===== src/hdl/aabbt_pkg.sv =====
// Shared types and constants of the box transform block.
// No dependencies; used by every design module of the block.
package aabbt_pkg;

  localparam int WORD_W    = 32;
  localparam int REG_W     = 64;
  localparam int CFG_IDX_W = 3;

  // Register indexes of the configuration port.
  localparam logic [CFG_IDX_W-1:0] REG_COEF_XX_XY   = 3'd0;
  localparam logic [CFG_IDX_W-1:0] REG_COEF_XZ_YX   = 3'd1;
  localparam logic [CFG_IDX_W-1:0] REG_COEF_YY_YZ   = 3'd2;
  localparam logic [CFG_IDX_W-1:0] REG_COEF_ZX_ZY   = 3'd3;
  localparam logic [CFG_IDX_W-1:0] REG_COEF_ZZ_TX   = 3'd4;
  localparam logic [CFG_IDX_W-1:0] REG_OFFSET_TY_TZ = 3'd5;

  // Reset values: identity map, no translation.
  localparam logic [REG_W-1:0] RST_COEF_XX_XY   = 64'h0000_0000_0001_0000;
  localparam logic [REG_W-1:0] RST_COEF_XZ_YX   = 64'h0000_0000_0000_0000;
  localparam logic [REG_W-1:0] RST_COEF_YY_YZ   = 64'h0000_0000_0001_0000;
  localparam logic [REG_W-1:0] RST_COEF_ZX_ZY   = 64'h0000_0000_0000_0000;
  localparam logic [REG_W-1:0] RST_COEF_ZZ_TX   = 64'h0000_0000_0001_0000;
  localparam logic [REG_W-1:0] RST_OFFSET_TY_TZ = 64'h0000_0000_0000_0000;

  typedef logic signed [WORD_W-1:0] word_t;

  // Matrix a[row][col] and translation t[row], raw 32-bit register halves.
  typedef struct packed {
    word_t [2:0][2:0] a;
    word_t [2:0]      t;
  } xform_t;

  // One box: lower corner in lo, upper corner in hi, index 0 is x.
  typedef struct packed {
    logic        last;
    word_t [2:0] hi;
    word_t [2:0] lo;
  } box_t;

  // Control that travels with the data between pipeline sections.
  typedef struct packed {
    logic valid;
    logic last;
  } pipe_ctl_t;

endpackage


===== src/hdl/aabbt_cfg_regs.sv =====
// Configuration register file of the box transform block.
// Depends on aabbt_pkg for register indexes, reset values and xform_t.
module aabbt_cfg_regs (
  input  logic                               clk,
  input  logic                               rst,
  input  logic                               cfg_valid,
  output logic                               cfg_ready,
  input  logic [aabbt_pkg::CFG_IDX_W-1:0]    cfg_index,
  input  logic [aabbt_pkg::REG_W-1:0]        cfg_data,
  output aabbt_pkg::xform_t                  xform
);

  logic [aabbt_pkg::REG_W-1:0] coef_xx_xy;
  logic [aabbt_pkg::REG_W-1:0] coef_xz_yx;
  logic [aabbt_pkg::REG_W-1:0] coef_yy_yz;
  logic [aabbt_pkg::REG_W-1:0] coef_zx_zy;
  logic [aabbt_pkg::REG_W-1:0] coef_zz_tx;
  logic [aabbt_pkg::REG_W-1:0] offset_ty_tz;

  assign cfg_ready = 1'b1;

  always_ff @(posedge clk) begin
    if (rst) begin
      coef_xx_xy   <= aabbt_pkg::RST_COEF_XX_XY;
      coef_xz_yx   <= aabbt_pkg::RST_COEF_XZ_YX;
      coef_yy_yz   <= aabbt_pkg::RST_COEF_YY_YZ;
      coef_zx_zy   <= aabbt_pkg::RST_COEF_ZX_ZY;
      coef_zz_tx   <= aabbt_pkg::RST_COEF_ZZ_TX;
      offset_ty_tz <= aabbt_pkg::RST_OFFSET_TY_TZ;
    end else if (cfg_valid) begin
      unique case (cfg_index)
        aabbt_pkg::REG_COEF_XX_XY:   coef_xx_xy   <= cfg_data;
        aabbt_pkg::REG_COEF_XZ_YX:   coef_xz_yx   <= cfg_data;
        aabbt_pkg::REG_COEF_YY_YZ:   coef_yy_yz   <= cfg_data;
        aabbt_pkg::REG_COEF_ZX_ZY:   coef_zx_zy   <= cfg_data;
        aabbt_pkg::REG_COEF_ZZ_TX:   coef_zz_tx   <= cfg_data;
        aabbt_pkg::REG_OFFSET_TY_TZ: offset_ty_tz <= cfg_data;
        default: ; // drop writes beyond the register list
      endcase
    end
  end

  always_comb begin
    xform.a[0][0] = coef_xx_xy[31:0];
    xform.a[0][1] = coef_xx_xy[63:32];
    xform.a[0][2] = coef_xz_yx[31:0];
    xform.a[1][0] = coef_xz_yx[63:32];
    xform.a[1][1] = coef_yy_yz[31:0];
    xform.a[1][2] = coef_yy_yz[63:32];
    xform.a[2][0] = coef_zx_zy[31:0];
    xform.a[2][1] = coef_zx_zy[63:32];
    xform.a[2][2] = coef_zz_tx[31:0];
    xform.t[0]    = coef_zz_tx[63:32];
    xform.t[1]    = offset_ty_tz[31:0];
    xform.t[2]    = offset_ty_tz[63:32];
  end

endmodule


===== config.mk =====
export PLATFORM = sky130hd
export DESIGN_NAME = aabbt_cfg_regs
export DESIGN_NICKNAME = d
export VERILOG_FILES = /design/src/hdl/aabbt_pkg.sv /design/src/hdl/aabbt_cfg_regs.sv
export SDC_FILE = /design/constraint.sdc
export NUM_CORES = 1
export LEC_CHECK = 0
export ABC_AREA = 1
export BUFFER_PORTS_ARGS = -buffer_cell sky130_fd_sc_hd__buf_2
export CAP_MARGIN = 10
export CORE_MARGIN = 4
export CORE_UTILIZATION = 50
export CTS_BUF_LIST = sky130_fd_sc_hd__clkbuf_8
export CTS_CLUSTER_SIZE = 25
export DETAILED_ROUTE_END_ITERATION = 10
export PLACE_DENSITY = 0.78
export SYNTH_ARGS = -nofsm -noshare
export SYNTH_HDL_FRONTEND = slang
export SYNTH_SLANG_ARGS = --single-unit

===== constraint.sdc =====
create_clock -name clk -period 2.2 [get_ports clk]
set_input_delay 0.22 -clock clk [delete_from_list [all_inputs] [get_ports clk]]
set_output_delay 0.22 -clock clk [all_outputs]
set_load 0.005 [all_outputs]

==> flow_summary_export.csv <==
group,metric,value,unit
outcome,status,"completed",
synth,synth_nets,2238,
sta,worst_slack,0.904,ns
sta,tns,0,ns
setup_path,reg2reg_depth,2,
setup_path,cp-end-kind,"output pin",
drt,drt_wl_total,49100,um
synth,syn_avg_cell_area,6.99,um^2
global_route,first_global_vias,14451,
synth,netlist_top_cells_area,"dfxtp_1 51%, nor2_1 19%, nand3_1 13%",
sta,slew_violations,0,
clocking,post_cts_resized,0,
global_route,antenna_found_initial,0,
clocking,insertion_delay,0.53,ns
synth,synth_warnings,0,
global_route,overflow,0,
drt,ant_nets,0,
setup_path,critical_path_class,"reg -> out",
sta,period_share,0.589,
placed_design,gp_congestion,0.834,
sta,worstMarginPinSlew,0.614,ns
placed_design,pre_cts_ws,0.672,ns
setup_path,worstSetupStartpointType,"flop",
clocking,clk_path_buf_depth,3,
sta,hold_viol,0,
die,io_pins,455,
power,power_density,818,mW/mm^2
die,die_x,182,um
clocking,cts_num_sinks,384,
synth,synth_top_area_share,0.507,
die,die_area,0.0332,mm^2
sta,setup_viol,0,
sta,relSlewSlack,0.591,
cells_and_area,fin_nets,2635,
setup_path,arrival,1.08,ns
drt,drtIter0Drc,1410,
drt,routedWlPerCell,16.4,um
cells_and_area,fin_cells,3004,
setup_path,crit_path_cell_trace,"buf_2",
placed_design,dp_cells,2886,
drt,firstDrtPassIters,5,
power,leakage,9.50,nW
clocking,htree_levels,3,
power,vdd_drop_max,0.636,mV
worst_hold_path,holdPathEnd,"coef_xx_xy[54]$_SDFFE_PP0P_",
cells_and_area,layout_commonest_cell,"nor2_1",
setup_path,ff2ff_setup_slack,1.58,ns
placed_design,port_buffers,453,
synth,netlist_area,0.0152,mm^2
placed_design,hpwl,32100,um
drt,vias,15579,
cells_and_area,nFillCells,2617,
setup_path,crit_fanout,2,
synth,synth.distinct_cells,17,
global_route,grt_use_total,0.283,
setup_path,cp_top_family,"flip-flops",
setup_path,reg2reg_from,"coef_xz_yx[39]$_SDFFE_PP0P_",
die,rows,63,
clocking,numCtsBuffers,66,
cells_and_area,multi_input_area,0.00639,mm^2
global_route,grt_pass1_wl,77300,um
die,initial_core_util,0.509,
flow_run,drv_cap,0,
worst_hold_path,whs_path_depth,5,
clocking,cts_tree,"yes",
clocking,postCtsSetupBuffers,0,
die,core-area,0.0298,mm^2
clocking,clk_root_buffer_cell,"clkbuf_8",
global_route,grt_max_degree,139,
synth,synth_cells,2168,
setup_path,r2r_end,"coef_xz_yx[39]$_SDFFE_PP0P_",
setup_path,cp_slowest_stage_delay,0.38,ns
clocking,clk_pin_slew_worst_paths,0.06,ns
synth,yosysSeqAreaShare,0.507,
drt,vias_per_cell,5.19,
sta,rsz0062_at_grt,"no",
die,die_h,182,um
cells_and_area,final_cell_mix,"762 x nor2_1, 453 x buf_2, 391 x nand2_1, 384 x nand3_1, 384 x dfxtp_1",
setup_path,cpMaxStageDelayCell,"dfxtp_1",
cells_and_area,n_antenna_cell,0,
synth,ys_seq_elements,384,
worst_hold_path,hold_class,"in -> reg",
setup_path,worstPathRequired,1.98,ns
worst_hold_path,hp-start,"cfg_data[54]",
setup_path,critical_path_buf_inv_count,1,
sta,skew,0,ns
drt,detail_route.drc_violations,0,
cells_and_area,seqCellArea,0.00769,mm^2
cells_and_area,syn2layout_area_growth,24.7,%
cells_and_area,drive_gt1_frac,0.231,
sta,fmax,0.771,GHz
sta,layout_min_cycle_time,1.30,ns
synth,yosys.area.top_type,"dfxtp_1",
[state kept, by name, summed over array words and instances (netlist names)]
register,cells
coef_yy_yz,64
coef_xz_yx,64
coef_xx_xy,64
coef_zx_zy,64
coef_zz_tx,64
offset_ty_tz,64
[worst max path at each step]
stage / from / end / slack, ns / cells past startpoint
4_1_cts: coef_xx_xy[45]$_SDFFE_PP0P_ / xform[141] / 0.88 / 1
3_5_place_dp: cfg_index[0] / coef_yy_yz[34]$_SDFFE_PP0P_ / 0.67 / 7
5_1_grt: coef_zz_tx[17]$_SDFFE_PP0P_ / xform[369] / 0.86 / 1
6_report: coef_zz_tx[25]$_SDFFE_PP0P_ / xform[377] / 0.90 / 1
3_3_place_gp: cfg_index[2] / offset_ty_tz[38]$_SDFFE_PP0P_ / 0.74 / 7
2_1_floorplan: cfg_index[1] / coef_xx_xy[16]$_SDFFE_PP1P_ / 1.01 / 7
[through the flow]
step | power [mW] | util | hold slack [ns] | area [um^2]
global placement | 9.00 | 0.588 | 0.449 | 17500
finish | 15.5 | 0.635 | 0.0696 | 18900
CTS | 15.5 | 0.635 | 0.0369 | 18900
floorplan | 8.41 | - | 0.333 | 15200
global route | 16.1 | 0.635 | 0.0574 | 18900
detailed placement | 9.03 | 0.588 | 0.463 | 17500
[power breakdown]
| group | leakage (nW) | switching [mW] | internal (mW) |
|---|---|---|---|
| combinational | 5.59 | 1.02 | 0.546 |
| sequential | 3.12 | 0.136 | 7.20 |
| clock | 0.789 | 2.86 | 3.70 |
| total | 9.50 | 4.02 | 11.4 |
[what timing repair did]
action,4_1_cts,5_1_grt
hold endpoints to repair,1,0
hold buffers,1,0
endpoints found under the setup margin,0,0
[metal layers]
layer	part of all wire	vias to the layer above	track usage
li1	-	7531	-
met1	0.39	7134	0.352
met2	0.47	773	0.459
met3	0.099	141	0.0734
met4	0.045	0	0.134
met5	0	-	0
[cell type report]
type / count / area share
flip-flops and latches: 384 / 0.407
multi-input cells: 1552 / 0.338
repair buffers: 490 / 0.143
clock buffers: 88 / 0.0641
well taps: 390 / 0.0258
inverters: 71 / 0.0146
clock inverters: 29 / 0.00840
[cell families (layout without fill, tap and decap cells)]
| group | count (synthesis) | after routing | share of synthesized area |
|---|---|---|---|
| AND/OR/NAND/NOR | 1550 | 1550 | 0.420 |
| AO/OA/AOI/OAI | 1 | 1 | 0.000330 |
| flip-flops | 384 | 384 | 0.507 |
| other | 1 | 1 | 0.000247 |
| buffers and inverters | 232 | 678 | 0.0729 |
[synth_stat cells]
master    count
nand2_1     391
inv_2         5
buf_6        12
clkinv_1      1
nand2_2       3
buf_1        12
o21ai_0       1
buf_4        13
clkbuf_1     48
nor2_1      764
nor2_4        7
nor2_2        1
nand3_1     384
inv_1        65
conb_1        1
buf_2        76
dfxtp_1     384
(Power assumes the default switching activity.)
