`config.mk`:
```
export PLATFORM = sky130hd
export DESIGN_NAME = aabbt_bound_sum
export DESIGN_NICKNAME = d
export VERILOG_FILES = /design/src/hdl/aabbt_pkg.sv /design/src/hdl/aabbt_bound_sum.sv
export SDC_FILE = /design/constraint.sdc
export NUM_CORES = 2
export LEC_CHECK = 0
export ABC_CLOCK_PERIOD_IN_PS = 57200
export BUFFER_PORTS_ARGS = -buffer_cell sky130_fd_sc_hd__buf_2
export CAP_MARGIN = 0
export CORE_AREA = 4 4 673 675
export DETAILED_ROUTE_END_ITERATION = 10
export DIE_AREA = 0 0 677 679
export SYNTH_ARGS = -nofsm -noshare
export SYNTH_HDL_FRONTEND = slang
export SYNTH_SLANG_ARGS = --single-unit
```
`constraint.sdc`:
```
create_clock -name clk -period 57.2 [get_ports clk]
set_clock_uncertainty 0.05 [all_clocks]
set_input_delay 2.86 -clock clk [delete_from_list [all_inputs] [get_ports clk]]
set_output_delay 2.86 -clock clk [all_outputs]
set_load 0.005 [all_outputs]
```
`src/hdl/aabbt_pkg.sv`:
```
// Shared types and constants of the box transform block.
// No dependencies; used by every design module of the block.
package aabbt_pkg;

  localparam int WORD_W    = 32;
  localparam int REG_W     = 64;
  localparam int CFG_IDX_W = 3;

  // Register indexes of the configuration port.
  localparam logic [CFG_IDX_W-1:0] REG_COEF_XX_XY   = 3'd0;
  localparam logic [CFG_IDX_W-1:0] REG_COEF_XZ_YX   = 3'd1;
  localparam logic [CFG_IDX_W-1:0] REG_COEF_YY_YZ   = 3'd2;
  localparam logic [CFG_IDX_W-1:0] REG_COEF_ZX_ZY   = 3'd3;
  localparam logic [CFG_IDX_W-1:0] REG_COEF_ZZ_TX   = 3'd4;
  localparam logic [CFG_IDX_W-1:0] REG_OFFSET_TY_TZ = 3'd5;

  // Reset values: identity map, no translation.
  localparam logic [REG_W-1:0] RST_COEF_XX_XY   = 64'h0000_0000_0001_0000;
  localparam logic [REG_W-1:0] RST_COEF_XZ_YX   = 64'h0000_0000_0000_0000;
  localparam logic [REG_W-1:0] RST_COEF_YY_YZ   = 64'h0000_0000_0001_0000;
  localparam logic [REG_W-1:0] RST_COEF_ZX_ZY   = 64'h0000_0000_0000_0000;
  localparam logic [REG_W-1:0] RST_COEF_ZZ_TX   = 64'h0000_0000_0001_0000;
  localparam logic [REG_W-1:0] RST_OFFSET_TY_TZ = 64'h0000_0000_0000_0000;

  typedef logic signed [WORD_W-1:0] word_t;

  // Matrix a[row][col] and translation t[row], raw 32-bit register halves.
  typedef struct packed {
    word_t [2:0][2:0] a;
    word_t [2:0]      t;
  } xform_t;

  // One box: lower corner in lo, upper corner in hi, index 0 is x.
  typedef struct packed {
    logic        last;
    word_t [2:0] hi;
    word_t [2:0] lo;
  } box_t;

  // Control that travels with the data between pipeline sections.
  typedef struct packed {
    logic valid;
    logic last;
  } pipe_ctl_t;

endpackage

```
`src/hdl/aabbt_bound_sum.sv`:
```
// Bound stages: per-column min/max of scaled products, sums, saturation.
// Depends on aabbt_pkg for box_t, xform_t and pipe_ctl_t.
module aabbt_bound_sum #(
  parameter int COORD_BITS = 32,
  parameter int FRAC_BITS  = 16
) (
  input  logic                                  clk,
  input  logic                                  rst,
  input  aabbt_pkg::pipe_ctl_t                  in_ctl,
  output logic                                  in_ready,
  input  logic [2:0][2:0][2*COORD_BITS-1:0]     prod_lo,
  input  logic [2:0][2:0][2*COORD_BITS-1:0]     prod_hi,
  input  aabbt_pkg::xform_t                     xform,
  output logic                                  out_valid,
  input  logic                                  out_ready,
  output aabbt_pkg::box_t                       out_box
);

  localparam int WW     = aabbt_pkg::WORD_W;
  localparam int PW     = 2 * COORD_BITS - FRAC_BITS;
  localparam int AW     = (PW > COORD_BITS) ? PW : COORD_BITS;
  localparam int HW     = AW + 1;
  localparam int SW     = AW + 2;
  localparam logic signed [SW-1:0] SAT_HI =
    SW'((64'sd1 <<< (COORD_BITS - 1)) - 64'sd1);
  localparam logic signed [SW-1:0] SAT_LO =
    SW'(-(64'sd1 <<< (COORD_BITS - 1)));

  aabbt_pkg::pipe_ctl_t        ctl3;
  aabbt_pkg::pipe_ctl_t        ctl4;
  logic signed [PW-1:0]        mn3 [3][3];
  logic signed [PW-1:0]        mx3 [3][3];
  logic signed [HW-1:0]        sa_mn [3];
  logic signed [HW-1:0]        sb_mn [3];
  logic signed [HW-1:0]        sa_mx [3];
  logic signed [HW-1:0]        sb_mx [3];
  logic signed [PW-1:0]        sh_lo [3][3];
  logic signed [PW-1:0]        sh_hi [3][3];
  logic signed [COORD_BITS-1:0] t_s [3];
  aabbt_pkg::box_t             box_next;
  logic                        en3;
  logic                        en4;
  logic                        en5;

  function automatic logic signed [COORD_BITS-1:0] sat(input logic signed [SW-1:0] s);
    logic signed [SW-1:0] v;
    v = s;
    if (s > SAT_HI) v = SAT_HI;
    if (s < SAT_LO) v = SAT_LO;
    return v[COORD_BITS-1:0];
  endfunction

  assign en5      = !out_valid || out_ready;
  assign en4      = !ctl4.valid || en5;
  assign en3      = !ctl3.valid || en4;
  assign in_ready = en3;

  // Arithmetic shift floors, so the scaled value always fits in PW bits.
  always_comb begin
    for (int r = 0; r < 3; r++) begin
      t_s[r] = xform.t[r][COORD_BITS-1:0];
      for (int c = 0; c < 3; c++) begin
        sh_lo[r][c] = PW'($signed(prod_lo[r][c]) >>> FRAC_BITS);
        sh_hi[r][c] = PW'($signed(prod_hi[r][c]) >>> FRAC_BITS);
      end
    end
  end

  always_comb begin
    box_next.last = ctl4.last;
    for (int r = 0; r < 3; r++) begin
      box_next.lo[r] = WW'(sat(SW'(sa_mn[r]) + SW'(sb_mn[r])));
      box_next.hi[r] = WW'(sat(SW'(sa_mx[r]) + SW'(sb_mx[r])));
    end
  end

  always_ff @(posedge clk) begin
    if (rst) begin
      ctl3.valid <= 1'b0;
      ctl4.valid <= 1'b0;
      out_valid  <= 1'b0;
    end else begin
      if (en3) ctl3.valid <= in_ctl.valid;
      if (en4) ctl4.valid <= ctl3.valid;
      if (en5) out_valid  <= ctl4.valid;
    end
  end

  always_ff @(posedge clk) begin
    if (en3 && in_ctl.valid) begin
      ctl3.last <= in_ctl.last;
      for (int r = 0; r < 3; r++) begin
        for (int c = 0; c < 3; c++) begin
          if (sh_lo[r][c] < sh_hi[r][c]) begin
            mn3[r][c] <= sh_lo[r][c];
            mx3[r][c] <= sh_hi[r][c];
          end else begin
            mn3[r][c] <= sh_hi[r][c];
            mx3[r][c] <= sh_lo[r][c];
          end
        end
      end
    end
  end

  // Split each four-term sum into two pairs.
  always_ff @(posedge clk) begin
    if (en4 && ctl3.valid) begin
      ctl4.last <= ctl3.last;
      for (int r = 0; r < 3; r++) begin
        sa_mn[r] <= HW'(t_s[r]) + HW'(mn3[r][0]);
        sb_mn[r] <= HW'(mn3[r][1]) + HW'(mn3[r][2]);
        sa_mx[r] <= HW'(t_s[r]) + HW'(mx3[r][0]);
        sb_mx[r] <= HW'(mx3[r][1]) + HW'(mx3[r][2]);
      end
    end
  end

  always_ff @(posedge clk) begin
    if (en5 && ctl4.valid) begin
      out_box <= box_next;
    end
  end

endmodule

```
==> impl_metrics.ini <==
[run_status]
status = finished, final reports clean

[place]
dp_hpwl_mm = 393
dp_cells = 18529
gp_congestion = 1.00
post-place-ws_ns = 48.78
io_buffers = 1159

[hold_path]
hold_class = reg -> reg
hp-start = box_next[192]
whs_path_depth = 0
hold_end = out_box[192]

[critical_path]
crit_chain = buf_2 > ha_1 > a21o_1 > a21oi_1 > o21ai_0 > a2111oi_0 > nor4_1 > a2111oi_0 > o21ai_0 > a311oi_1 > a211oi_1 > or3_1 > a41oi_1 > o21bai_1 > xor2_1
reg2regPathDepth = 14
worstReg2RegStart = sb_mn[0][114]
r2r_slack_ns = 51.04
crit_slowest_cell = a2111oi_0
path_delay_family = compound AO/OA/AOI/OAI gates
path_class = in -> reg
critPathRequiredTime_ns = 57.80
crit-reg2reg-capture = out_box[80]
cp_max_fo = 4
cp-end-kind = flip-flop
critical_path_buf_inv_count = 1
startpoint_type = input port
crit_arrival_ns = 8.17
cpPeakStageDelay_ns = 0.96

[die]
start_util_pct = 27.3
num_io_pins = 1736
dieArea_sq_mm = 0.460
rows = 246
die_x_um = 677
die_h_um = 679
core-area_sq_mm = 0.448

[sta]
rsz0062_at_grt = false
finalHoldViolations = 0
tns_ns = 0
holdWs_ns = 0.370
min_period_ns = 7.57
setup_viol = 0
tightestPinTransition_ns = 1.20
slew_headroom_pct = 20.3
period_share_pct = 13.2
slew_viol_final = 0
fin_ws_ns = 49.63
fmax_ghz = 0.132

[run]
drv_cap = 0

[synth]
synth_seq_cells = 1650
synthCells = 11741
ys_seq_area_share_pct = 40.6
ys_warn_count = 0
synth_edf_count = 1647
yosysUniqueCellTypes = 96
syn-num-nets = 14593
synthFlopType = edfxtp_1
syn_area_per_cell_sq_um = 10.4
synthArstFlopShare_pct = 0
netlist_area_sq_mm = 0.122

[drt]
wire_per_inst_um = 24.8
firstDrtPassIters = 6
vias = 100273
drt_iter0_drc = 9086
routed_wirelength_mm = 477
drc = 0
ant_nets = 0
viasPerCell = 5.21

[clock_network]
cts_tree = built
post-cts-setup-buffers = 0
h-tree-depth = 4
insertion_delay_ns = 0.92
cts-hold-fix-buffers = 0
cts-resized-gates = 0
cts_buffer_depth = 4
cts_root_buf = clkbuf_16
numCtsBuffers = 205
cts.sinks = 1650
cts.clk_slew.worst_paths_ns = 0.06

[layout]
layout_common_cells = edfxtp_1, ha_1, buf_2
drive_gt1_share_pct = 18.9
areaGrowthSynthToFinish_pct = 16.7
finalNetCount = 15636
mostFrequentLayoutCell = edfxtp_1
final_cell_count_no_fill = 19260

[power]
ir_worst_vdd_mv = 0.0270
total_power_mw = 4.74
power_per_cell_area_mw_per_mm2 = 33.3
p_leak_nw = 58.2

[global_route]
antenna_found_initial = 359
grt_max_degree = 146
grt_pass1_vias = 93552
grt_pass1_wl_mm = 665
grt-ovfl-total = 0
grt_use_total_pct = 19.7
-- synth_stat cells, drive strengths merged (87+ instances only) --
| cell type | number | area share (%) |
|---|---|---|
| a21o | 676 | 4.2 |
| a21oi | 1097 | 4.6 |
| a221oi | 115 | 0.83 |
| a31oi | 87 | 0.45 |
| clkbuf | 358 | 1.1 |
| edfxtp | 1647 | 41 |
| ha | 1293 | 13 |
| inv | 697 | 2.1 |
| mux2 | 676 | 6.2 |
| nand2 | 497 | 1.5 |
| nand2b | 348 | 1.8 |
| nand3 | 296 | 1.2 |
| nand4 | 268 | 1.4 |
| nor2 | 510 | 1.6 |
| nor2b | 164 | 0.84 |
| nor3 | 208 | 0.85 |
| o211ai | 146 | 0.90 |
| o21a | 149 | 0.92 |
| o21ai | 517 | 2.1 |
| o21bai | 117 | 0.72 |
| o221a | 97 | 0.90 |
| o22ai | 116 | 0.60 |
| xnor2 | 485 | 3.5 |
| xor2 | 267 | 1.9 |
-- worst max-delay path by stage --
stage               startpoint             to  slack, ns  depth (start not counted)
detailed placement    xform[1]   sa_mx[0][45]      48.78                         15
finish                xform[1]   sa_mx[0][45]      49.63                         15
global route          xform[1]   sa_mx[0][45]      49.49                         15
global placement      xform[1]   sa_mx[0][45]      48.76                         15
CTS                   xform[1]   sa_mx[0][45]      49.76                         15
floorplan            out_ready  box_next[192]       9.49                          2
-- final cells by class --
type	count	area, sq um
well taps	5952	7450
inverters	698	2630
flip-flops and latches	1650	49500
fillers	46063	305000
clock buffers	236	5250
repair buffers	1240	6450
clock inverters	138	1600
multi-input cells	8989	68500
diodes	357	893
-- flip-flops by register name (all words and copies together) (netlist names) --
signal / cells
mx3: 432
ctl3: 2
sb_mx: 147
out_box: 193
sa_mn: 147
sb_mn: 147
ctl4: 1
out_valid: 1
mn3: 432
sa_mx: 147
box_next: 1
-- worst reg2reg max path: cells and delay by family, from the launching register on --
kind	cells	cell delay [ns]
AO/OA/AOI/OAI	9	3.84
adder cells (fa/ha/maj)	1	0.48
buffers and inverters	1	0.26
flip-flops	1	0.54
AND/OR/NAND/NOR	3	0.63
-- power breakdown --
part           leakage (nW)  internal, mW  switching [mW]
Combinational          39.1         0.678            1.06
Sequential             15.8          1.56          0.0893
Clock                  3.29         0.788           0.566
Total                  58.2          3.02            1.72
-- stage by stage --
stage / area [sq um] / util [%]
CTS: 141000 / 31.6
floorplan: 122000 / -
global route: 142000 / 31.7
global placement: 135000 / 30.1
detailed placement: 135000 / 30.1
finish: 142000 / 31.8
-- per-layer routing --
metal / up-vias / track usage, % / wire length, um
li1: 47314 / - / -
met1: 48293 / 23.9 / 189000
met2: 3535 / 31.8 / 218000
met3: 979 / 5.03 / 38300
met4: 152 / 11.5 / 30000
met5: - / 0 / 1010
-- kinds of logic (layout without fill, tap and decap cells) --
logic type                 count (synthesis)  in the layout  share of synthesized area [%]
AOI/OAI and AO/OA                       3593           3593                           19.5
xor gates and xnor gates                 752            752                           5.40
adders and majority gates               1311           1311                           13.6
buffers and inverters                   1102           2312                           3.43
DFF                                     1650           1650                           40.6
muxes                                    684            684                           6.31
other                                      0            357                              0
and+or+nand+nor                         2649           2649                           11.2
Note: power is estimated with default switching activity, not from simulation.
